$ cat src/sv/bsl_pkg.sv
// Types and constants of the byte stream lexer: token kinds, scanner states,
// character codes and the result record. No dependencies.
package bsl_pkg;

  localparam int KIND_W = 4;
  localparam int LEN_W  = 6;
  localparam int OFS_W  = 16;

  typedef enum logic [KIND_W-1:0] {
    KIND_INT    = 4'd0,
    KIND_LIT    = 4'd1,
    KIND_ID     = 4'd2,
    KIND_PLUS   = 4'd3,
    KIND_MINUS  = 4'd4,
    KIND_STAR   = 4'd5,
    KIND_SLASH  = 4'd6,
    KIND_ASSIGN = 4'd7,
    KIND_LPAREN = 4'd8,
    KIND_RPAREN = 4'd9,
    KIND_SEMI   = 4'd10,
    KIND_ERROR  = 4'd11
  } kind_t;

  typedef enum logic [2:0] {
    ST_IDLE = 3'd0,
    ST_I    = 3'd1,
    ST_IN   = 3'd2,
    ST_INT  = 3'd3,
    ST_ID   = 3'd4,
    ST_LIT  = 3'd5,
    ST_OP   = 3'd6
  } state_t;

  localparam logic [7:0] CH_NUL    = 8'h00;
  localparam logic [7:0] CH_TAB    = 8'h09;
  localparam logic [7:0] CH_CR     = 8'h0D;
  localparam logic [7:0] CH_SP     = 8'h20;
  localparam logic [7:0] CH_0      = 8'h30;
  localparam logic [7:0] CH_9      = 8'h39;
  localparam logic [7:0] CH_UA     = 8'h41;
  localparam logic [7:0] CH_UZ     = 8'h5A;
  localparam logic [7:0] CH_LA     = 8'h61;
  localparam logic [7:0] CH_LZ     = 8'h7A;
  localparam logic [7:0] CH_I      = 8'h69;
  localparam logic [7:0] CH_N      = 8'h6E;
  localparam logic [7:0] CH_T      = 8'h74;
  localparam logic [7:0] CH_PLUS   = 8'h2B;
  localparam logic [7:0] CH_MINUS  = 8'h2D;
  localparam logic [7:0] CH_STAR   = 8'h2A;
  localparam logic [7:0] CH_SLASH  = 8'h2F;
  localparam logic [7:0] CH_ASSIGN = 8'h3D;
  localparam logic [7:0] CH_LPAREN = 8'h28;
  localparam logic [7:0] CH_RPAREN = 8'h29;
  localparam logic [7:0] CH_SEMI   = 8'h3B;

  // Result queue geometry.
  localparam int QDEPTH = 4;
  localparam int QAW    = 2;
  localparam int QCW    = 3;

  typedef struct packed {
    kind_t             kind;
    logic [LEN_W-1:0]  length;
    logic [OFS_W-1:0]  start;
    logic [7:0]        bad;
    logic              ovf;
    logic              last;
  } res_t;

endpackage

$ cat src/sv/byte_stream_lexer_top.sv
// Byte stream lexer: DFA scanner over one text byte per beat, with a small
// result queue on the output side. Depends on bsl_pkg.
//
//  channel  side    payload
//  s_axis   in      tdata[7:0] text_byte
//  m_axis   out     tuser token_kind, tdata token fields, tlast last_of_run
//
// One byte is taken per clock while s_axis_tready is high; it is scanned in the same
// cycle and its results are registered into a 4-entry queue that feeds m_axis.
// A byte that ends a token and is itself bad yields two results, which take
// two output beats; s_axis_tready drops while fewer than two queue slots are free.
// rst is synchronous: it clears the DFA, the byte position and the queue.
// Output stalls hold the queue; input keeps flowing until fewer than two slots are free.
module byte_stream_lexer_top #(
  parameter int TEXT_CAPACITY = 64,
  parameter int OFFSET_BITS   = 16
) (
  input  logic                        clk,
  input  logic                        rst,
  input  logic                        s_axis_tvalid,
  output logic                        s_axis_tready,
  input  logic [7:0]                  s_axis_tdata,   // [7:0] text_byte
  output logic                        m_axis_tvalid,
  input  logic                        m_axis_tready,
  // [5:0] token_length, [21:6] start_offset, [29:22] bad_byte,
  // [30] length_overflow, [31] zero
  output logic [31:0]                 m_axis_tdata,
  output logic [bsl_pkg::KIND_W-1:0]  m_axis_tuser,   // [3:0] token_kind
  output logic                        m_axis_tlast    // last_of_run
);
  import bsl_pkg::*;

  localparam int LW = $clog2(TEXT_CAPACITY);
  localparam logic [LW-1:0] LEN_MAX = LW'(TEXT_CAPACITY - 1);

  // Scanner state
  state_t                 state, state_next;
  kind_t                  pkind, kind_next;
  logic [LW-1:0]          plen, len_next;
  logic [OFFSET_BITS-1:0] pstart, start_next;
  logic                   povf, ovf_next;
  logic [OFFSET_BITS-1:0] pos;

  // Result queue
  res_t           qmem [QDEPTH];
  logic [QAW-1:0] wr_ptr, rd_ptr;
  logic [QCW-1:0] count;

  logic [7:0] byte_in;
  logic       in_fire, pop;
  logic       is_digit, is_alpha, is_alnum, is_space;
  logic       op_hit;
  kind_t      op_kind;
  logic       ended, take, rescan, clear_pend, flush_hit, err_hit;
  logic [1:0] push_n;
  res_t       res_flush, res_err, res0, res1;

  logic [OFFSET_BITS+OFS_W-1:0] pstart_x, pos_x;
  logic [LW+LEN_W-1:0]          plen_x;

  assign byte_in  = s_axis_tdata;
  assign in_fire  = s_axis_tvalid && s_axis_tready;
  assign pop      = m_axis_tvalid && m_axis_tready;

  assign is_digit = byte_in inside {[CH_0:CH_9]};
  assign is_alpha = byte_in inside {[CH_LA:CH_LZ], [CH_UA:CH_UZ]};
  assign is_alnum = is_digit || is_alpha;
  assign is_space = byte_in inside {CH_SP, [CH_TAB:CH_CR]};

  always_comb begin
    op_hit  = 1'b1;
    op_kind = KIND_PLUS;
    case (byte_in)
      CH_PLUS:   op_kind = KIND_PLUS;
      CH_MINUS:  op_kind = KIND_MINUS;
      CH_STAR:   op_kind = KIND_STAR;
      CH_SLASH:  op_kind = KIND_SLASH;
      CH_ASSIGN: op_kind = KIND_ASSIGN;
      CH_LPAREN: op_kind = KIND_LPAREN;
      CH_RPAREN: op_kind = KIND_RPAREN;
      CH_SEMI:   op_kind = KIND_SEMI;
      default:   op_hit  = 1'b0;
    endcase
  end

  // DFA step: next state and the results this byte causes.
  always_comb begin
    state_next = state;
    kind_next  = pkind;
    len_next   = plen;
    start_next = pstart;
    ovf_next   = povf;
    ended      = 1'b0;
    take       = 1'b0;
    rescan     = 1'b0;
    clear_pend = 1'b0;
    flush_hit  = 1'b0;
    err_hit    = 1'b0;

    if (byte_in == CH_NUL) begin
      flush_hit  = (state != ST_IDLE) && (plen != '0);
      clear_pend = 1'b1;
    end else begin
      case (state)
        ST_I: begin
          if (byte_in == CH_N) begin
            state_next = ST_IN;
            take       = 1'b1;
          end else if (is_alnum) begin
            state_next = ST_ID;
            take       = 1'b1;
          end else begin
            ended = 1'b1;
          end
        end
        ST_IN: begin
          if (byte_in == CH_T) begin
            state_next = ST_INT;
            kind_next  = KIND_INT;
            take       = 1'b1;
          end else if (is_alnum) begin
            state_next = ST_ID;
            take       = 1'b1;
          end else begin
            ended = 1'b1;
          end
        end
        ST_INT: begin
          if (is_alnum) begin
            state_next = ST_ID;
            kind_next  = KIND_ID;
            take       = 1'b1;
          end else begin
            ended = 1'b1;
          end
        end
        ST_ID: begin
          if (is_alnum) take = 1'b1;
          else ended = 1'b1;
        end
        ST_LIT: begin
          if (is_digit) take = 1'b1;
          else ended = 1'b1;
        end
        ST_OP: ended = 1'b1;
        default: begin
          state_next = ST_IDLE;
          rescan     = 1'b1;
        end
      endcase
      if (ended) begin
        flush_hit  = (plen != '0);
        clear_pend = 1'b1;
        rescan     = 1'b1;
      end
    end

    if (clear_pend) begin
      state_next = ST_IDLE;
      kind_next  = KIND_INT;
      len_next   = '0;
      start_next = '0;
      ovf_next   = 1'b0;
    end

    // Saturate the length and flag the truncation.
    if (take) begin
      if (plen < LEN_MAX) len_next = plen + LW'(1);
      else ovf_next = 1'b1;
    end

    // Rescan the byte from the initial state.
    if (rescan) begin
      len_next   = LW'(1);
      start_next = pos;
      ovf_next   = 1'b0;
      if (is_digit) begin
        state_next = ST_LIT;
        kind_next  = KIND_LIT;
      end else if (byte_in == CH_I) begin
        state_next = ST_I;
        kind_next  = KIND_ID;
      end else if (op_hit) begin
        state_next = ST_OP;
        kind_next  = op_kind;
      end else if (is_alpha) begin
        state_next = ST_ID;
        kind_next  = KIND_ID;
      end else begin
        state_next = ST_IDLE;
        kind_next  = KIND_INT;
        len_next   = '0;
        start_next = '0;
        err_hit    = !is_space;
      end
    end
  end

  assign pstart_x = {{OFS_W{1'b0}}, pstart};
  assign pos_x    = {{OFS_W{1'b0}}, pos};
  assign plen_x   = {{LEN_W{1'b0}}, plen};

  always_comb begin
    res_flush.kind   = pkind;
    res_flush.length = plen_x[LEN_W-1:0];
    res_flush.start  = pstart_x[OFS_W-1:0];
    res_flush.bad    = 8'h00;
    res_flush.ovf    = povf;
    res_flush.last   = 1'b0;

    res_err.kind   = KIND_ERROR;
    res_err.length = LEN_W'(1);
    res_err.start  = pos_x[OFS_W-1:0];
    res_err.bad    = byte_in;
    res_err.ovf    = 1'b0;
    res_err.last   = 1'b1;

    push_n    = {1'b0, flush_hit} + {1'b0, err_hit};
    res0      = flush_hit ? res_flush : res_err;
    res0.last = (push_n == 2'd1);
    res1      = res_err;
  end

  always_ff @(posedge clk) begin
    if (rst) begin
      state  <= ST_IDLE;
      pkind  <= KIND_INT;
      plen   <= '0;
      pstart <= '0;
      povf   <= 1'b0;
      pos    <= '0;
    end else if (in_fire) begin
      state  <= state_next;
      pkind  <= kind_next;
      plen   <= len_next;
      pstart <= start_next;
      povf   <= ovf_next;
      pos    <= (byte_in == CH_NUL) ? '0 : pos + OFFSET_BITS'(1);
    end
  end

  always_ff @(posedge clk) begin
    if (in_fire) begin
      if (push_n != 2'd0) qmem[wr_ptr] <= res0;
      if (push_n == 2'd2) qmem[wr_ptr + QAW'(1)] <= res1;
    end
  end

  always_ff @(posedge clk) begin
    if (rst) begin
      wr_ptr <= '0;
      rd_ptr <= '0;
      count  <= '0;
    end else begin
      if (in_fire) wr_ptr <= wr_ptr + QAW'(push_n);
      if (pop) rd_ptr <= rd_ptr + QAW'(1);
      count <= count + QCW'(in_fire ? push_n : 2'd0) - QCW'(pop);
    end
  end

  assign s_axis_tready = (count <= QCW'(QDEPTH - 2));
  assign m_axis_tvalid = (count != '0);
  assign m_axis_tdata  = {1'b0, qmem[rd_ptr].ovf, qmem[rd_ptr].bad,
                          qmem[rd_ptr].start, qmem[rd_ptr].length};
  assign m_axis_tuser  = qmem[rd_ptr].kind;
  assign m_axis_tlast  = qmem[rd_ptr].last;

endmodule

$ cat config.mk
export PLATFORM = sky130hd
export DESIGN_NAME = byte_stream_lexer_top
export DESIGN_NICKNAME = d
export VERILOG_FILES = /design/src/sv/bsl_pkg.sv /design/src/sv/byte_stream_lexer_top.sv
export SDC_FILE = /design/constraint.sdc
export NUM_CORES = 1
export LEC_CHECK = 0
export BUFFER_PORTS_ARGS = -buffer_cell sky130_fd_sc_hd__buf_2
export CAP_MARGIN = 25
export CELL_PAD_IN_SITES_DETAIL_PLACEMENT = 0
export CELL_PAD_IN_SITES_GLOBAL_PLACEMENT = 2
export CORE_ASPECT_RATIO = 0.7
export CORE_UTILIZATION = 35
export CTS_BUF_LIST = sky130_fd_sc_hd__clkbuf_8
export DETAILED_ROUTE_END_ITERATION = 6
export PLACE_DENSITY_LB_ADDON = 0.1
export SYNTH_ARGS = -nofsm -noshare
export SYNTH_HDL_FRONTEND = slang
export SYNTH_SLANG_ARGS = --single-unit
export TNS_END_PERCENT = 10
$ cat constraint.sdc
create_clock -name clk -period 3.7 [get_ports clk]
set_input_delay 0.185 -clock clk [delete_from_list [all_inputs] [get_ports clk]]
set_output_delay 0.185 -clock clk [all_outputs]
set_load 0.03 [all_outputs]
* Word level (Yosys, flattened, before mapping)
Memory sizes are Yosys's and may differ from the RTL's. A register that Yosys moved wholly into a read port is not among the register bits.
Cells that the tools add are included.
** Word-level totals
- Bits in registers :: 53
- Memory bits (writable) :: 144
- Bits of input ports :: 12
- Output and inout bits :: 39
- Word-level logic and storage cells :: 153
- Memories kept :: 1
** Memory list
- qmem :: words 4, width 36, read ports 1, clocked after Yosys merged registers in 1, wr ports 2, RTL line byte_stream_lexer_top.sv:45 : res_t qmem [QDEPTH];
** Cells by class
- Add/sub/neg operators :: 8
- $lt $le $gt $ge :: 10
- Eq/ne operators :: 24
- Multiplexer cells :: 76
- Reductions and logical operators :: 25
** Operators with widths (number)
- 16-bit two-way mux :: 7
- 8-bit by 6-bit equality test with 1-bit output (second input constant) :: 9
- 1-bit two-way mux :: 37
- 36-bit two-way mux :: 1
- 4-bit two-way mux :: 8
- 3-bit two-way mux :: 10
- 4-bit one-hot mux with 7 select lines :: 1
- 8-bit by 7-bit equality test with 1-bit output (second input constant) :: 3
- 6-bit two-way mux :: 4
- 16-bit by 1-bit adder with 16-bit output (second input constant) :: 1
- 8-bit by 7-bit greater-or-equal comparator with 1-bit output (second input constant) :: 2
- 8-bit by 7-bit less-or-equal comparator with 1-bit output (second input constant) :: 2
- 3-bit one-hot mux with 4 select lines :: 1
- 3-bit equality test (second input constant) :: 3
- 8-bit by 4-bit greater-or-equal comparator with 1-bit output (second input constant) :: 1
- 8-bit by 6-bit greater-or-equal comparator with 1-bit output (second input constant) :: 1
- 8-bit by 4-bit less-or-equal comparator with 1-bit output (second input constant) :: 1
- 8-bit by 6-bit less-or-equal comparator with 1-bit output (second input constant) :: 1
- 8-bit logical NOT :: 1
- 2-bit two-way mux :: 4
- 4-bit != test (second input constant) :: 2
- 4-bit one-hot mux with 2 select lines :: 1
- 2-bit nonzero test :: 4
- 8-bit OR reduction :: 1
- other kinds (28) :: 37

* Logic depth before layout (Yosys ltp)
- Word-level depth :: 16
- Mapped depth :: 18
- Mapped depth without buffers :: 16

* Worst setup path before layout
Ideal clock, no wire load.
- Path type :: register to register
- From :: register state[1]
- To :: register count[2]
- Setup time :: 0.128 ns
- Arrival time :: 3.491 ns
- Required time :: 3.572 ns
- Path slack :: 0.081 ns
- Stages on the path, launching flop included :: 19
- Path buffers :: 2
- Period minus slack after synthesis :: 3.619 ns
- Cell sequence :: dfxtp_1 -> clkbuf_1 -> nand4bb_1 -> o311ai_0 -> o211ai_1 -> a21oi_2 -> buf_2 -> nor2_1 -> and3_1 -> ha_1 -> nand2_1 -> ha_1 -> inv_1 -> ha_1 -> inv_1 -> fa_1 -> xnor2_1 -> xnor2_1 -> nor2_1
** Between the ends
- Cells in the longest elaborated chain, start to end :: 11
- Elaborated cells between the ends (all ways) :: 22
- Classes of those cells :: add/sub: 3; eq/ne: 6; mux: 9; reduce/logical: 4
** RTL lines
- start, declared :: RTL line byte_stream_lexer_top.sv:37 : state_t state, state_next;
- start signal, assigned :: RTL line byte_stream_lexer_top.sv:233 : state <= state_next;
- 3-bit equality test / 3-bit by 2-bit equality test with 1-bit output (equally long branches) :: RTL line byte_stream_lexer_top.sv:104 : case (state)
- 2-bit OR reduction (no source line)
- 1-bit one-hot mux with 5 select lines :: RTL line byte_stream_lexer_top.sv:104
- 1-bit two-way mux :: RTL line byte_stream_lexer_top.sv:100 : if (byte_in == CH_NUL) begin
- 1-bit two-way mux :: RTL line byte_stream_lexer_top.sv:151 : if (ended) begin
- 1-bit two-way mux :: RTL line byte_stream_lexer_top.sv:100
- 1-bit two-way mux :: RTL line byte_stream_lexer_top.sv:173 : if (rescan) begin
- 1-bit by 1-bit adder with 2-bit output * :: RTL line byte_stream_lexer_top.sv:218 : push_n = {1'b0, flush_hit} + {1'b0, err_hit};
- 2-bit two-way mux * :: RTL line byte_stream_lexer_top.sv:257 : count <= count + QCW'(in_fire ? push_n : 2'd0) - QCW'(pop);
- 3-bit by 2-bit adder with 3-bit output * :: RTL line byte_stream_lexer_top.sv:257
- 3-bit by 1-bit subtractor with 3-bit output * :: RTL line byte_stream_lexer_top.sv:257
- end signal, assigned :: RTL line byte_stream_lexer_top.sv:257
- end, declared :: RTL line byte_stream_lexer_top.sv:47 : logic [QCW-1:0] count;
Every way passes the cells marked *; elsewhere a longest branch is shown, timed or not. The select of a mux whose other input is x is not followed.
A chain may end at the register's enable or synchronous reset.

* Worst setup path in the final report
Same ends and word-level chain as after synthesis.

==> flow_summary.toml <==
[floorplanning]
core-area_um2 = 25870
die_y_um = 138.2
floorplan.die_area_um2 = 27170
floorplan.io_pins = 51
floorplan.initialDensity_pct = 35.86
placement_rows = 49
dieWidth_um = 196.6

[grt]
maximum_number_of_pins_on_one_net_before_global_route_repair = 29
gr-total-overflow = 0
antenna_violations_before_repair = 1
groute.usage.overall_pct = 20.13
grt_first_pass_wirelength_mm = 40.75
vias_in_the_first_global_route = 6689

[power]
switching_share_pct = 36.30
clock_power_share_pct = 23.6
power.total_mw = 6.596
cell_internal_pwr_mw = 4.202
p_comb_share_pct = 34.1
power-per-cell-area_nw_per_um2 = 623.6
total_switching_power_mw = 2.394
pwr-share-seq_pct = 42.3
vdd_ir_drop_max_v = 0.0003372
p_leak_nw = 3.811

[placed_design]
place.detailed.hpwl_mm = 17.67
place.port_buffers = 49
gpl.final_weighted_congestion = 0.8957
pre_cts_ws_ps = 164.0
placed_cells = 1153

[clock_network]
root_buffer = "clkbuf_8"
clock_tree_from_tritoncts = "done"
cts_max_path_buffers = 2
cts_max_level = 4
cts.repair.resized = 0
cts_hold_buf = 0
cts_setup_buffers = 0
clk_pin_slew_worst_paths_ps = 100
clkLatencyLatePin_ps = 480
cts_sinks = 199
total_clock_buffers_created_by_cts = 17

[timing]
final.period_utilization_pct = 92.04
rsz_0062_raised_after_global_routing = "false"
report.final.hold_viol_count = 0
timing.final.crit_period_ps = 3405
max_freq_mhz = 293.6
final.setup.tns_ps = 0
number_of_setup_violations_in_the_final_report = 0
worst_slack_ps = 294.5
fin_skew_ps = 14.30
slew_headroom_pct = 36.21
worst-slew-pin-transition_ps = 956.8
final_max_slew_viol_count = 0

[detailed_routing]
viasPerCell = 5.562
wire_per_inst_um = 22.41
ant_nets = 0
drc = 0
wirelength_mm = 26.56
detail_route.iter0.violations = 422
route.vias.total = 6591
drtPass1Iterations = 7

[synthesis]
sequential_area_share_after_synthesis_pct = 53.30
synth_ff_type = "dfxtp_1"
synth_warnings = 0
syn-instance-count = 767
ys_top_cells_by_area = "edfxtp_1 (31%), dfxtp_1 (22%), a22o_1 (9.4%)"
synth_top_cell_area_share_pct = 31.07
post_synth_instance_area_um2 = 9278
yosysUniqueCellTypes = 68
synth_nets = 790
synth_edf_count = 96
synthDominantAreaCellType = "edfxtp_1"
synthesis.area_per_instance_um2 = 12.10
ys_seq_elements = 199
fraction_of_registers_with_async_set_reset_pct = 0

[critical_path]
required_ps = 4060
endpoint_kind = "flop"
timing.setup.critical_path_class = "reg -> reg"
critPathLaunchType = "flop"
worst-r2r-setup-slack_ps = 290
signal_arrival_time_at_the_worst_endpoint_ps = 3760
worst-path-max-fanout = 3

[layout]
stdcell_count = 1185
ant_diodes = 0
drive_above_1_share_pct = 21.98
areaGrowthSynthToFinish_pct = 14.00
finish.net_count = 838

[worst_hold_path]
timing.hold.worst.class = "in -> reg"

[run_status]
status = "completed"

[flow_run]
maxCapViolCount = 0
==> cell usage after synthesis (6+ instances only) <==
| master | instances |
|---|---|
| edfxtp_1 | 96 |
| o22a_1 | 8 |
| xor2_1 | 11 |
| xnor2_1 | 6 |
| nand4_1 | 13 |
| ha_1 | 10 |
| o21ai_0 | 19 |
| buf_1 | 8 |
| dfxtp_1 | 103 |
| clkbuf_1 | 32 |
| and4_1 | 6 |
| and3_1 | 10 |
| or3_1 | 6 |
| mux4_2 | 36 |
| a22o_1 | 100 |
| buf_2 | 23 |
| nor2_1 | 48 |
| nor3_1 | 8 |
| and2_1 | 37 |
| nand2_1 | 36 |
| inv_1 | 21 |
| a21oi_1 | 29 |
| nand3_1 | 18 |
==> layer usage <==
metal / share of wire [%] / GRT usage, % / up-vias
met5: 0 / 0 / -
met2: 44 / 30.42 / 200
li1: - / - / 3027
met3: 5.3 / 4.001 / 26
met4: 1.5 / 6.038 / 0
met1: 49 / 29.10 / 3338
==> critical path, cell delays in order (launching register included) <==
cell,delay (ps)
dfxtp_1,320
nand4bb_1,190
o311ai_0,350
o211ai_1,290
a21oi_2,230
nor2_1,60
and3_1,180
ha_1,320
nand2_1,70
ha_1,270
inv_1,50
ha_1,130
inv_1,50
fa_1,370
xnor2_1,180
xnor2_1,150
nor2_1,60
==> area by class of cell <==
class | instances | area (um^2)
clock buffers | 19 | 261.5
clock inverters | 13 | 175.2
fillers | 2478 | 15300
inverters | 21 | 78.83
multi-input cells | 478 | 3929
flip-flops and latches | 199 | 4947
well taps | 357 | 446.7
repair buffers | 98 | 738.2
==> final timing paths <==
path / start / endpoint / depth (start not counted)
max: state[1] / count[2] / 16
min: rst / pos[0] / 2
max reg2reg: state[1] / count[2] / 16
min reg2reg: qmem[2][31] / qmem[2][31] / 2
==> power by group through the flow <==
stage          combinational, mW  clock [mW]  sequential [mW]
2_1_floorplan               1.66           0             2.69
3_3_place_gp                2.25           0             2.83
3_5_place_dp                2.27           0             2.85
4_1_cts                     2.27        1.60             2.80
5_1_grt                     2.41        1.68             2.83
6_report                    2.25        1.56             2.79
==> sequential cells by signal, summed over array words and instances, names as in the netlist, named ones only <==
signal and cells:
pstart 16, pos 16, povf 1, rd_ptr 2, state 3, wr_ptr 2, count 3, qmem 144
plen 6, pkind 4
==> logic make-up (layout without fill, tap and decap cells) <==
kind of cell / count (synthesis) / in the layout / share of synthesized area, %
compound gates: 202 / 202 / 17.49
flops: 199 / 199 / 53.30
other cells: 1 / 1 / 0.04042
fa+ha+maj: 11 / 11 / 1.564
buf+inv: 90 / 151 / 4.356
simple gates: 207 / 207 / 12.47
mux: 40 / 40 / 9.171
xor+xnor: 17 / 17 / 1.605
==> placed cells by master, fill, tap and decap left out, drive strengths merged, types with 3 or more instances in the layout <==
cell type,n
mux4,36
o211ai,4
bufinv,4
edfxtp,96
xor2,11
or3,6
nand2,36
clkbuf,19
ha,10
o21ai,19
nor4b,4
and3,10
nand3,18
a21oi,30
nand2b,3
buf,98
o22a,8
a31oi,8
mux2i,4
nor2b,4
and4,6
nor3,9
a21o,4
inv,25
clkinv,3
a311o,3
a22oi,3
o21a,4
dfxtp,103
a22o,100
nand4,13
and2,38
nor2,48
o22ai,4
xnor2,6
==> stage by stage <==
stage                     area (um^2)  util (%)  hold slack [ps]
after floorplan                  9278         -            383.2
after global placement          10140     39.19            434.6
after detailed placement        10140     39.19            443.0
after CTS                       10580     40.88            79.30
after global routing            10580     40.88            100.8
final                           10580     40.88            112.7
(Power assumes the default switching activity.)
